File: src/design/ohlc_pkg.sv
// shared types and constants for the ohlc minute bar aggregator
package ohlc_pkg;

   // field widths
   localparam int PRICE_W  = 32;
   localparam int TIME_W   = 64;
   localparam int SLOT_W   = 14;
   localparam int OFFS_W   = 14;
   localparam int WDAY_W   = 3;

   localparam int SLOT_COUNT_DEFAULT = 16384;

   // one minute is 2^11 * 29296875 ns: the timestamp is shifted by 11, then the
   // 53-bit rest is divided by the odd factor through a 54-bit reciprocal (shift 78)
   localparam int MIN_SHIFT = 11;
   localparam int MINX_W    = TIME_W - MIN_SHIFT;
   localparam int ACC_W     = 56;
   localparam int MIN_Q_LSB = 14;
   localparam int MIN_W     = 29;
   localparam logic [53:0] MIN_RECIP = 54'(((79'd1 << 78) / 79'd29296875) + 79'd1);

   // minutes modulo one week through a 30-bit reciprocal (shift 43)
   localparam int WQ_W = 15;
   localparam logic [29:0] WEEK_RECIP = 30'd872628277;

   localparam logic [SLOT_W-1:0] MINUTES_PER_DAY  = 14'd1440;
   localparam logic [SLOT_W-1:0] MINUTES_PER_WEEK = 14'd10080;

   // register reset values
   localparam logic [OFFS_W-1:0] WEEK_START_RESET = 14'd1320;
   localparam logic [WDAY_W-1:0] WEEKDAY_RESET    = 3'd4;

   // register indexes, taken from paddr[2]
   localparam logic REG_WEEK_START = 1'b0;
   localparam logic REG_WEEKDAY    = 1'b1;

   typedef struct packed {
      logic [PRICE_W-1:0] open_p;
      logic [PRICE_W-1:0] high_p;
      logic [PRICE_W-1:0] low_p;
      logic [PRICE_W-1:0] close_p;
      logic [PRICE_W-1:0] count;
   } candle_type;

   // controller to datapath
   typedef struct packed {
      logic cap;
      logic mul;
      logic mul_hi_x;
      logic mul_hi_m;
      logic wk_quot;
      logic wk_rem;
      logic mow_eval;
      logic slot_eval;
      logic clr_we;
      logic rd_en;
      logic upd;
   } ctrl_cmd_type;

   // datapath to controller
   typedef struct packed {
      logic cleared;
      logic clr_last;
      logic out_free;
   } ctrl_stat_type;

endpackage

File: src/design/ohlc_ctrl.sv
// sequencer for the slot arithmetic, store clearing and candle update
module ohlc_ctrl (
   input  logic                   clock,
   input  logic                   reset,
   input  logic                   in_valid,
   output logic                   in_ready,
   input  ohlc_pkg::ctrl_stat_type stat,
   output ohlc_pkg::ctrl_cmd_type  cmd
);
   import ohlc_pkg::*;

   typedef enum logic [8:0] {
      ST_IDLE  = 9'b000000001,
      ST_MUL   = 9'b000000010,
      ST_WKQ   = 9'b000000100,
      ST_WKR   = 9'b000001000,
      ST_MOW   = 9'b000010000,
      ST_SLOT  = 9'b000100000,
      ST_CLEAR = 9'b001000000,
      ST_READ  = 9'b010000000,
      ST_UPD   = 9'b100000000
   } state_type;

   state_type  state_ff, state_in;
   logic       item_ff, item_in;
   logic [1:0] cnt_ff, cnt_in;

   // state registers; the store is swept clean right after reset
   always_ff @(posedge clock) begin
      if (reset) begin
         state_ff <= ST_CLEAR;
         item_ff  <= 1'b0;
         cnt_ff   <= '0;
      end else begin
         state_ff <= state_in;
         item_ff  <= item_in;
         cnt_ff   <= cnt_in;
      end
   end

   // next state and commands
   always_comb begin
      state_in = state_ff;
      item_in  = item_ff;
      cnt_in   = cnt_ff;
      cmd      = '0;
      in_ready = 1'b0;
      unique case (state_ff)
         ST_IDLE: begin
            in_ready = 1'b1;
            if (in_valid) begin
               cmd.cap  = 1'b1;
               item_in  = 1'b1;
               cnt_in   = '0;
               state_in = ST_MUL;
            end
         end
         ST_MUL: begin
            // one partial product per cycle, low limbs first
            cmd.mul = 1'b1;
            {cmd.mul_hi_x, cmd.mul_hi_m} = cnt_ff;
            cnt_in = cnt_ff + 2'd1;
            if (cnt_ff == 2'd3) begin
               state_in = ST_WKQ;
            end
         end
         ST_WKQ: begin
            cmd.wk_quot = 1'b1;
            state_in = ST_WKR;
         end
         ST_WKR: begin
            cmd.wk_rem = 1'b1;
            state_in = ST_MOW;
         end
         ST_MOW: begin
            cmd.mow_eval = 1'b1;
            state_in = ST_SLOT;
         end
         ST_SLOT: begin
            cmd.slot_eval = 1'b1;
            state_in = stat.cleared ? ST_CLEAR : ST_READ;
         end
         ST_CLEAR: begin
            cmd.clr_we = 1'b1;
            if (stat.clr_last) begin
               state_in = item_ff ? ST_READ : ST_IDLE;
            end
         end
         ST_READ: begin
            cmd.rd_en = 1'b1;
            state_in = ST_UPD;
         end
         ST_UPD: begin
            if (stat.out_free) begin
               cmd.upd  = 1'b1;
               item_in  = 1'b0;
               state_in = ST_IDLE;
            end
         end
         default: begin
            state_in = ST_IDLE;
         end
      endcase
   end

endmodule

File: config.mk
export PLATFORM = sky130hd
export DESIGN_NAME = ohlc_ctrl
export DESIGN_NICKNAME = d
export VERILOG_FILES = /design/src/design/ohlc_pkg.sv /design/src/design/ohlc_ctrl.sv
export SDC_FILE = /design/constraint.sdc
export NUM_CORES = 1
export LEC_CHECK = 0
export BUFFER_PORTS_ARGS = -buffer_cell sky130_fd_sc_hd__buf_2
export CORE_MARGIN = 2
export CORE_UTILIZATION = 47
export CTS_CLUSTER_DIAMETER = 120
export DETAILED_ROUTE_END_ITERATION = 16
export PLACE_DENSITY = 0.73
export SLEW_MARGIN = 20
export SYNTH_ARGS = -nofsm -noshare
export SYNTH_HDL_FRONTEND = slang
export SYNTH_SLANG_ARGS = --single-unit
File: constraint.sdc
create_clock -name clock -period 1.55 [get_ports clock]
set_clock_uncertainty 0.1 [all_clocks]
set_input_delay 0.31 -clock clock [delete_from_list [all_inputs] [get_ports clock]]
set_output_delay 0.31 -clock clock [all_outputs]
set_load 0.01 [all_outputs]
* Word-level counts from Yosys, hierarchy flattened
Cells that the tools add are included.
Storage, ports and cells: input port bits 6, output and inout port bits 12, bits in registers 12
Operators by class: mux-type cells 24, add/sub/neg operators 1, reduce and logical (&&, ||, !) cells 5, eq/ne operators 14
Operators by type and width (count):
- one-hot mux 9 bit (9 select lines) | 1
- 2-to-1 mux 9 bit | 4
- 2-to-1 mux 8 bit | 2
- 2-to-1 mux 1 bit | 13
- equality test 9 x 1 -> 1 bit (second input constant) | 1
- equality test 9 x 2 -> 1 bit (second input constant) | 1
- equality test 9 x 3 -> 1 bit (second input constant) | 1
- equality test 9 x 4 -> 1 bit (second input constant) | 1
- equality test 9 x 5 -> 1 bit (second input constant) | 1
- equality test 9 x 6 -> 1 bit (second input constant) | 1
- equality test 9 x 7 -> 1 bit (second input constant) | 1
- equality test 9 x 8 -> 1 bit (second input constant) | 1
- equality test 9 bit (second input constant) | 1
- inequality test 2 bit (second input constant) | 4
- one-hot mux 2 bit (2 select lines) | 1
- AND reduction 4 bit | 1
- nonzero test 2 bit | 2
- 2-to-1 mux 3 bit | 1
- AND reduction 3 bit | 1
- adder 2 x 1 -> 2 bit (second input constant) | 1
- equality test 2 bit (second input constant) | 1
- 2-to-1 mux 2 bit | 1
- one-hot mux 1 bit (2 select lines) | 1
- AND reduction 2 bit | 1

* Logic depth before layout (Yosys ltp)
Gate-level depths: netlist of run 1.
depth in word-level cells 3, mapped depth 6, gate-level depth less buffers 6

* Worst setup path after synthesis of run 1
No wires, ideal clock.
kind reg-to-output, start register state_ff[8], end output cmd[10] (netlist name), slack -0.161 ns, buffers on the path 1, arrival 1.301 ns, stages on the path, launching flop included 6, required time 1.140 ns, cell sequence dfxtp_1 buf_6 nor4_2 nand2_1 or3_1 inv_1
RTL lines:
- start: declaration | RTL line ohlc_ctrl.sv:24 | state_type state_ff, state_in;
- start signal: assignment | RTL line ohlc_ctrl.sv:35 | state_ff <= state_in;
- end: declaration | RTL line ohlc_ctrl.sv:8 | output ohlc_pkg::ctrl_cmd_type cmd

==> results.json, run 1 <==
{
  "postSynthCellCount": 95,
  "synth_top_family_by_area": "simple AND/OR/NAND/NOR gates",
  "async_flop_share_pct": 0,
  "cap_violations": 0,
  "synth-compound-area-share_pct": 16.9,
  "gp_congestion": 0.858,
  "max_slew_margin_pct": 74.5,
  "fin_ws_ns": -0.521,
  "status": "finished with violations",
  "row_count": 15,
  "criticalPathCategory": "flop to output pin",
  "cp_max_fo": 4,
  "p_total_w": 0.000853,
  "io_pins": 18,
  "worst_setup_path_start_kind": "flop",
  "die_w_um": 45.7,
  "grt_start_max_net_pins": 9,
  "hold_depth": 2,
  "synth.area.top_cells": "dfxtp_1 (29%), nor2_1 (4.6%), buf_6 (4.1%)",
  "finalWirelength_um": 2510,
  "pre_cts_slack_ns": -0.132,
  "clock_latency_ns": 0.28,
  "cp_data_required_time_ns": 1.14,
  "layout_min_cycle_time_ns": 2.07,
  "clk_pin_slew_worst_paths_ns": 0.09,
  "antenna_found_initial": 0,
  "synth_simple_gate_area_share_pct": 42.5,
  "track_usage_pct": 23.5,
  "synthXorXnorAreaFrac_pct": 2.15,
  "p_per_area_mw_per_mm2": 672,
  "slew_viol_final": 0,
  "hold_end": "state_ff[6]",
  "drc_errors": 0,
  "drtIter0Drc": 16,
  "io_buffer_count": 17,
  "dpl.cell_count": 144,
  "syn2layout_area_growth_pct": 55.5,
  "synth_adder_area_share_pct": 1.53,
  "numClockSinks": 12,
  "synth.top_cell.area_share_pct": 29.4,
  "r2r-end": "state_ff[3]",
  "synth_cell_type_count": 37,
  "final_cells": 156,
  "coreArea_mm2": 0.00167,
  "finalNetCount": 148,
  "antennaDiodeCount": 0,
  "synthMuxAreaShare_pct": 0,
  "rr_worst_depth": 6,
  "fmax_ghz": 0.483,
  "worst_slew_pin_slew_ns": 0.380,
  "cts.root.buffer_cell": "clkbuf_4",
  "synth_top_cell_by_area": "dfxtp_1",
  "hold_path.class": "primary input to flop",
  "synthTopCellsByCount": "dfxtp_1 (12), nor2_1 (10), nand2_1 (8), inv_1 (6), nor3_1 (5)",
  "synth.net_count": 102,
  "syn_area_per_cell_um2": 8.59,
  "post-route-period-util_pct": 134,
  "ys_seq_area_share_pct": 29.4,
  "hold_buffers": 0,
  "grt_pass1_vias": 764,
  "setup_viol_count_final": 21,
  "synth_area_um2": 816,
  "min_from": "stat[2]",
  "cts_buffers": 3,
  "rr_startpoint": "state_ff[1]",
  "ant_nets": 0,
  "ys_seq_elements": 12,
  "violations": "setup timing",
  "grt_overflow": 0,
  "leakage_nw": 0.602,
  "filler_cell_count": 112,
  "hold_viol_final": 0,
  "cp.arrival_ns": 1.66,
  "yosys_warnings": 0,
  "grt_pass1_wl_um": 3460,
  "fin_setup_tns_ns": -6.20,
  "vias_per_cell": 5.77,
  "rsz0062_at_grt": "yes",
  "avgRoutedWirePerCell_um": 16.1,
  "max-vdd-ir-drop_uv": 567,
  "synth_edf_count": 0,
  "vias": 900,
  "cts_htree_levels": 1,
  "dp_hpwl_um": 1560,
  "critPathCaptureType": "output pin",
  "die_h_um": 45.7,
  "cts_tree": "built",
  "final_util_pct": 76.0,
  "die_area_mm2": 0.00208,
  "start_util_pct": 48.8,
  "cts_buffer_depth": 2,
  "rrSetupSlack_ns": -0.31,
  "layout-drive-gt1-share_pct": 56.8,
  "dominantRegCellSynth": "dfxtp_1",
  "yosysMostFrequentCell": "dfxtp_1",
  "drt_first_pass_iters": 4
}
[what timing repair did]
item | 4_1_cts | 5_1_grt
resized for setup | 18 | 17
pin swaps | 9 | 10
endpoints found under the setup margin | 20 | 21
buffers inserted | 5 | 6
[placed cells by master, fill, tap and decap left out, drive strengths merged, types with 2 or more instances in the layout]
cell type and count:
and3b 2, xor2 2, inv 6, nand2 9, o21a 3, nor4b 2
and2 3, nand4 3, nand2b 3, nor4 3, buf 45, nor2 10
nand3 2, nor3 7, nor3b 2, o21ai 3, a31oi 2, nor2b 3
dfxtp 12, a21oi 3, clkbuf 3
[sequential cells by signal, indices dropped and copies added, names as in the netlist]
name and count:
item_ff 1, state_ff 9, cnt_ff 2
[cell families (layout without fill, tap and decap cells)]
| logic type | Yosys count | count (layout) |
|---|---|---|
| AOI/OAI and AO/OA | 18 | 18 |
| xor gates and xnor gates | 2 | 2 |
| adders and majority gates | 1 | 1 |
| buffers and inverters | 10 | 54 |
| DFF | 12 | 12 |
| and+or+nand+nor | 52 | 52 |
[worst max-delay path, cell delays in order (launching register included)]
cell     delay, ns
dfxtp_4       0.37
nor3_1        0.34
nand4_1       0.23
inv_2         0.14
and2_1        0.15
buf_2         0.14
[per-stage QoR]
stage	hold WS, ns	instance area [um2]
6_report	0.173	1270
3_3_place_gp	0.375	1050
2_1_floorplan	0.279	838
3_5_place_dp	0.391	1050
5_1_grt	0.184	1270
4_1_cts	0.173	1170
[worst max path at each step]
stage / slack (ns) / end / cells past startpoint / start
after floorplan: -0.08 / cmd[10] / 5 / state_ff[7]
after global placement: -0.1 / state_ff[7] / 6 / state_ff[7]
after detailed placement: -0.13 / state_ff[5] / 6 / state_ff[7]
after CTS: -0.40 / cmd[10] / 5 / state_ff[2]
after global routing: -0.56 / cmd[7] / 5 / state_ff[7]
final: -0.52 / cmd[7] / 5 / state_ff[7]
[where the power goes]
group	leakage (nW)	internal (W)	switching, W
sequential	0.102	0.000317	0.0000147
clock	0.0138	0.0000898	0.000108
combinational	0.486	0.000163	0.000161
[layer usage]
| layer | up-vias | wire length, um | global-route usage (%) |
|---|---|---|---|
| met5 | - | 0 | 0 |
| met4 | 0 | 32 | 8.82 |
| met3 | 4 | 102 | 5.16 |
| met2 | 24 | 1240 | 37.2 |
| met1 | 442 | 1130 | 31.1 |
| li1 | 430 | - | - |
[final cells by class]
type | instances | area, um2 | area share [%]
Clock buffer | 3 | 22.5 | 1.78
Inverter | 6 | 22.5 | 1.78
Multi-Input combinational cell | 73 | 621 | 48.9
Sequential cell | 12 | 258 | 20.3
Tap cell | 17 | 21.3 | 1.68
Timing Repair Buffer | 45 | 324 | 25.5
Note: power is estimated with default switching activity, not from simulation.
==> run 2, diff against run 1 <==
--- a/config.mk
+++ b/config.mk
@@ -5,12 +5,14 @@
 export SDC_FILE = /design/constraint.sdc
 export NUM_CORES = 1
 export LEC_CHECK = 0
+export ABC_AREA = 1
 export BUFFER_PORTS_ARGS = -buffer_cell sky130_fd_sc_hd__buf_2
 export CORE_MARGIN = 2
-export CORE_UTILIZATION = 47
+export CORE_UTILIZATION = 46
 export CTS_CLUSTER_DIAMETER = 120
 export DETAILED_ROUTE_END_ITERATION = 16
-export PLACE_DENSITY = 0.73
+export GPL_ROUTABILITY_DRIVEN = 0
+export PLACE_DENSITY = 0.72
 export SLEW_MARGIN = 20
 export SYNTH_ARGS = -nofsm -noshare
 export SYNTH_HDL_FRONTEND = slang
==> results.json, run 2 <==
{
  "status": "finished with violations",
  "violations": "setup timing",
  "fmax_ghz": 0.550,
  "antennaDiodeCount": 0,
  "ys_seq_area_share_pct": 30.0,
  "synth_edf_count": 0,
  "synth_area_um2": 801,
  "r2r-end": "state_ff[0]",
  "cp_max_fo": 5,
  "async_flop_share_pct": 0,
  "ant_nets": 0,
  "grt_start_max_net_pins": 9,
  "swShare_pct": 48.1,
  "reg_top3": "state_ff x9, cnt_ff x2, item_ff x1",
  "yosysMostFrequentCell": "nor2_1",
  "p_int_w": 0.000868,
  "dp_hpwl_um": 1440,
  "vias_per_cell": 5.14,
  "hold_path.class": "primary input to flop",
  "grt_overflow": 0,
  "cap_violations": 0,
  "setup_viol_count_final": 19,
  "cts_buffers": 3,
  "synth_cell_type_count": 19,
  "final_common_cell": "nor2_1",
  "clock_latency_ns": 0.28,
  "rr_worst_depth": 11,
  "drtIter0Drc": 19,
  "synth.top_cell.area_share_pct": 30.0,
  "synth.area.top_cells": "dfxtp_1 (30%), nor2_1 (11%), inv_1 (10%)",
  "antenna_found_initial": 0,
  "layout_common_cells": "nor2_1 (21), inv_1 (19), buf_4 (17), nand2_1 (15), nor2_4 (12)",
  "vias": 910,
  "postSynthCellCount": 120,
  "design_area_mm2": 0.00127,
  "seq_power_share_pct": 25.8,
  "finalNetCount": 169,
  "dominantRegCellSynth": "dfxtp_1",
  "syn2layout_area_growth_pct": 58.3,
  "finalWirelength_um": 2520,
  "cp.arrival_ns": 1.41,
  "avgRoutedWirePerCell_um": 14.3,
  "p_switching_w": 0.000803,
  "row_count": 15,
  "rrSetupSlack_ns": -0.16,
  "layout-drive-gt1-share_pct": 53.8,
  "synthTopCellsByCount": "nor2_1 (24), inv_1 (22), nand2_1 (16), dfxtp_1 (12), nand3_1 (12)",
  "die_area_mm2": 0.00209,
  "synth_top_cell_by_area": "dfxtp_1",
  "io_buffer_count": 17,
  "syn_area_per_cell_um2": 6.67,
  "track_usage_pct": 20.6,
  "cts.root.buffer_cell": "clkbuf_4",
  "worst_slew_pin_slew_ns": 0.338,
  "p_total_w": 0.00167,
  "hold_viol_final": 0,
  "hold_depth": 2,
  "grt_pass1_vias": 741,
  "coreArea_mm2": 0.00169,
  "final_cells": 177,
  "numClockSinks": 12,
  "io_pins": 18,
  "max_slew_margin_pct": 77.4,
  "leakage_nw": 0.634,
  "dpl.cell_count": 157,
  "synth.net_count": 127,
  "drt_first_pass_iters": 4,
  "rsz0062_at_grt": "yes",
  "ys_seq_elements": 12,
  "crit_end": "cmd[10]",
  "cts_htree_levels": 1,
  "rr_startpoint": "state_ff[6]",
  "clk_pin_slew_worst_paths_ns": 0.08,
  "die_h_um": 45.7,
  "max-vdd-ir-drop_uv": 888,
  "layout_min_cycle_time_ns": 1.82,
  "p_clk_share_pct": 12.0,
  "worst_setup_path_start_kind": "flop",
  "fin_ws_ns": -0.267,
  "post-route-period-util_pct": 117,
  "hold_slack_ns": 0.170,
  "dpl_cell_area_um2": 930,
  "fin_setup_tns_ns": -2.80,
  "grt_pass1_wl_um": 3040,
  "criticalPathCategory": "flop to output pin",
  "p_per_area_mw_per_mm2": 1320,
  "cts_tree": "built",
  "cts_buffer_depth": 2,
  "cp_data_required_time_ns": 1.14,
  "drc_errors": 0,
  "largest_register_ffs": 9,
  "yosys_warnings": 0,
  "slew_viol_final": 0,
  "critPathCaptureType": "output pin",
  "start_util_pct": 47.4,
  "die_w_um": 45.7,
  "cp-startpoint": "state_ff[3]",
  "regMostFlops": "state_ff",
  "p_comb_share_pct": 62.1
}
[run 2: per-stage QoR]
stage,utilization [%],worst slack [ns]
detailed placement,55.0,0.0648
CTS,61.6,-0.196
finish,75.0,-0.267
global placement,55.0,0.0501
global route,75.0,-0.324
floorplan,-,0.0864
[run 2: routing by layer]
| metal | up-vias | part of all wire, % | GRT usage [%] | routed length (um) |
|---|---|---|---|---|
| met1 | 429 | 43 | 25.6 | 1090 |
| li1 | 450 | - | - | - |
| met2 | 20 | 51 | 35.8 | 1290 |
| met3 | 11 | 2.4 | 2.38 | 61 |
| met4 | 0 | 3.3 | 8.57 | 83 |
| met5 | - | 0 | 0 | 0 |
[run 2: how the worst min path moves through the flow]
stage | to | slack [ns] | start
6_report | cnt_ff[1] | 0.17 | reset
5_1_grt | cnt_ff[1] | 0.17 | reset
4_1_cts | state_ff[6] | 0.17 | stat[2]
3_5_place_dp | cnt_ff[1] | 0.39 | cnt_ff[1]
3_3_place_gp | cnt_ff[1] | 0.38 | cnt_ff[1]
2_1_floorplan | cnt_ff[1] | 0.28 | reset
[run 2: cells by family after synthesis]
kind of cell,count (synthesis),share of synthesized area (%)
compound gates,8,5.31
fa+ha+maj,1,1.56
buf+inv,23,10.8
flops,12,30.0
simple gates,76,52.3
[run 2: power by group through the flow]
stage	logic, W	registers [W]	clock network, W
2_1_floorplan	0.000549	0.000413	0
3_5_place_dp	0.000709	0.000420	0
4_1_cts	0.000808	0.000423	0.000196
5_1_grt	0.00111	0.000435	0.000210
3_3_place_gp	0.000702	0.000417	0
6_report	0.00104	0.000432	0.000201
[run 2: critical path: stages (launching register included)]
cell and delay, ns:
dfxtp_2 0.34, nor2_4 0.22, nand2_2 0.14, nor3_2 0.25
buf_2 0.18
[run 2: final cells by class]
type                            instances  area, um2
Clock buffer                            3       22.5
Multi-Input combinational cell         85        576
Inverter                               23       88.8
Tap cell                               17       21.3
Sequential cell                        12        254
Fill cell                             115        422
Timing Repair Buffer                   37        305
[run 2: timing repair]
item                                    CTS  global route
endpoints found under the setup margin   12            21
pin swaps                                 6            15
cloned                                    0             0
gates resized for setup                  15            32
hold buffers                              0             0
endpoints found under the hold margin     0             0
buffers inserted                          5            12
==> run 3, diff against run 2 <==
--- a/config.mk
+++ b/config.mk
@@ -13,7 +13,7 @@
 export DETAILED_ROUTE_END_ITERATION = 16
 export GPL_ROUTABILITY_DRIVEN = 0
 export PLACE_DENSITY = 0.72
-export SLEW_MARGIN = 20
+export SLEW_MARGIN = 10
 export SYNTH_ARGS = -nofsm -noshare
 export SYNTH_HDL_FRONTEND = slang
 export SYNTH_SLANG_ARGS = --single-unit
==> constraint.sdc (replaced) <==
create_clock -name clock -period 1.45 [get_ports clock]
set_clock_uncertainty 0.1 [all_clocks]
set_input_delay 0.29 -clock clock [delete_from_list [all_inputs] [get_ports clock]]
set_output_delay 0.29 -clock clock [all_outputs]
set_load 0.01 [all_outputs]
==> results.json, run 3 (synthesis gave the netlist of run 2 again) <==
{
  "clk_pin_slew_worst_paths_ns": 0.09,
  "max_slew_margin_pct": 76.8,
  "layout_min_cycle_time_ns": 1.85,
  "vias_per_cell": 5.38,
  "coreArea_mm2": 0.00169,
  "dpl.cell_count": 167,
  "antenna_found_initial": 0,
  "layout-drive-gt1-share_pct": 60.2,
  "rsz0062_at_grt": "yes",
  "grt_pass1_vias": 823,
  "violations": "setup timing",
  "cap_violations": 0,
  "status": "finished with violations",
  "cp_max_fo": 4,
  "p_total_w": 0.00219,
  "vias": 1039,
  "fmax_ghz": 0.539,
  "drt_first_pass_iters": 4,
  "p_per_area_mw_per_mm2": 1560,
  "grt_overflow": 0,
  "reg_top3": "state_ff x9, cnt_ff x2, item_ff x1",
  "setup_viol_count_final": 22,
  "grt_start_max_net_pins": 9,
  "max-vdd-ir-drop_uv": 1260,
  "worst_slew_pin_slew_ns": 0.348,
  "ant_nets": 0,
  "cts_buffer_depth": 2,
  "fin_ws_ns": -0.405,
  "critPathCaptureType": "output pin",
  "track_usage_pct": 23.0,
  "largest_register_ffs": 9,
  "grt_pass1_wl_um": 3440,
  "start_util_pct": 47.4,
  "hold_path.class": "primary input to flop",
  "row_count": 15,
  "io_pins": 18,
  "design_area_mm2": 0.00141,
  "final_common_cell": "buf_4",
  "worst_setup_path_start_kind": "flop",
  "final_util_pct": 83.3,
  "leakage_nw": 0.718,
  "cts_htree_levels": 1,
  "path_buf_inv": 3,
  "drc_errors": 0,
  "final_cells": 193,
  "slowest_delay_ns": 0.34,
  "regMostFlops": "state_ff",
  "crit_family": "simple AND/OR/NAND/NOR gates",
  "criticalPathCategory": "flop to output pin",
  "critPathSlowestCell": "dfxtp_2",
  "die_w_um": 45.7,
  "cp_data_required_time_ns": 1.06,
  "crit_chain": "nor2_4 > buf_6 > buf_6 > nand2_2 > nor4_2 > buf_2",
  "filler_cell_count": 91,
  "die_area_mm2": 0.00209,
  "finalWirelength_um": 3100,
  "numClockSinks": 12,
  "die_h_um": 45.7,
  "layout_common_cells": "buf_4 (27), inv_1 (18), nor2_1 (18), nand2_1 (15), buf_6 (14)",
  "finalNetCount": 184,
  "cpMostUsedCell": "buf_6",
  "cts_tree": "built",
  "post-route-period-util_pct": 128,
  "syn2layout_area_growth_pct": 75.8,
  "cp.arrival_ns": 1.46,
  "drtIter0Drc": 28,
  "dpl_cell_area_mm2": 0.00100,
  "cts.root.buffer_cell": "clkbuf_4",
  "antennaDiodeCount": 0,
  "dp_hpwl_um": 1510,
  "clock_latency_ns": 0.29,
  "io_buffer_count": 17,
  "avgRoutedWirePerCell_um": 16.1,
  "hold_viol_final": 0,
  "slew_viol_final": 0,
  "cts_buffers": 3
}
-- run 3: worst register-to-register path, stage by stage, from the launching register on --
cell and delay, ns:
dfxtp_2 0.44, nor2_4 0.07, buf_4 0.14, nand2_2 0.10, nor2_1 0.07, nand3_2 0.07
nand2_2 0.09, nor2_4 0.22, nand2_1 0.11, nor2_1 0.14, nor2_1 0.07
-- run 3: worst paths after layout --
path | start | end | slack (ns) | cells past startpoint
worst max-delay path | state_ff[3] | cmd[0] | -0.40 | 6
worst max register to register | state_ff[1] | state_ff[0] | -0.27 | 10
worst min-delay path | stat[2] | state_ff[6] | 0.12 | 3
worst min register to register | cnt_ff[1] | cnt_ff[1] | 0.39 | 2
-- run 3: layout make-up --
| class | instances | area (um2) | share of cell area [%] |
|---|---|---|---|
| Sequential cell | 12 | 251 | 17.9 |
| Tap cell | 17 | 21.3 | 1.51 |
| Inverter | 23 | 88.8 | 6.31 |
| Timing Repair Buffer | 52 | 415 | 29.5 |
| Multi-Input combinational cell | 85 | 594 | 42.2 |
| Clock buffer | 4 | 36.3 | 2.58 |
-- run 3: routing by layer --
layer	track usage, %	vias up	wire [um]
li1	-	485	-
met4	9.71	0	146
met1	26.8	495	1220
met5	0	-	0
met3	2.78	17	130
met2	41.7	42	1610
-- run 3: power by group --
group | internal [W] | switching (W) | total, W
Sequential | 0.000391 | 0.0000781 | 0.000469
Combinational | 0.000631 | 0.000797 | 0.00143
Clock | 0.000153 | 0.000141 | 0.000294
Total | 0.00118 | 0.00102 | 0.00219
-- run 3: through the flow --
step                setup slack [ns]  hold slack [ns]  setup TNS, ns
finish                        -0.405            0.124          -5.48
floorplan                    0.00642            0.259              0
global placement             -0.0698            0.382         -0.175
global route                  -0.434            0.158          -6.52
CTS                           -0.294            0.143          -3.24
detailed placement           -0.0515            0.376         -0.146
-- run 3: what timing repair did --
item	4_1_cts	5_1_grt
setup buffers	7	15
resized for setup	20	38
endpoints found under the setup margin	15	22
hold buffers	0	0
pin swaps	10	21
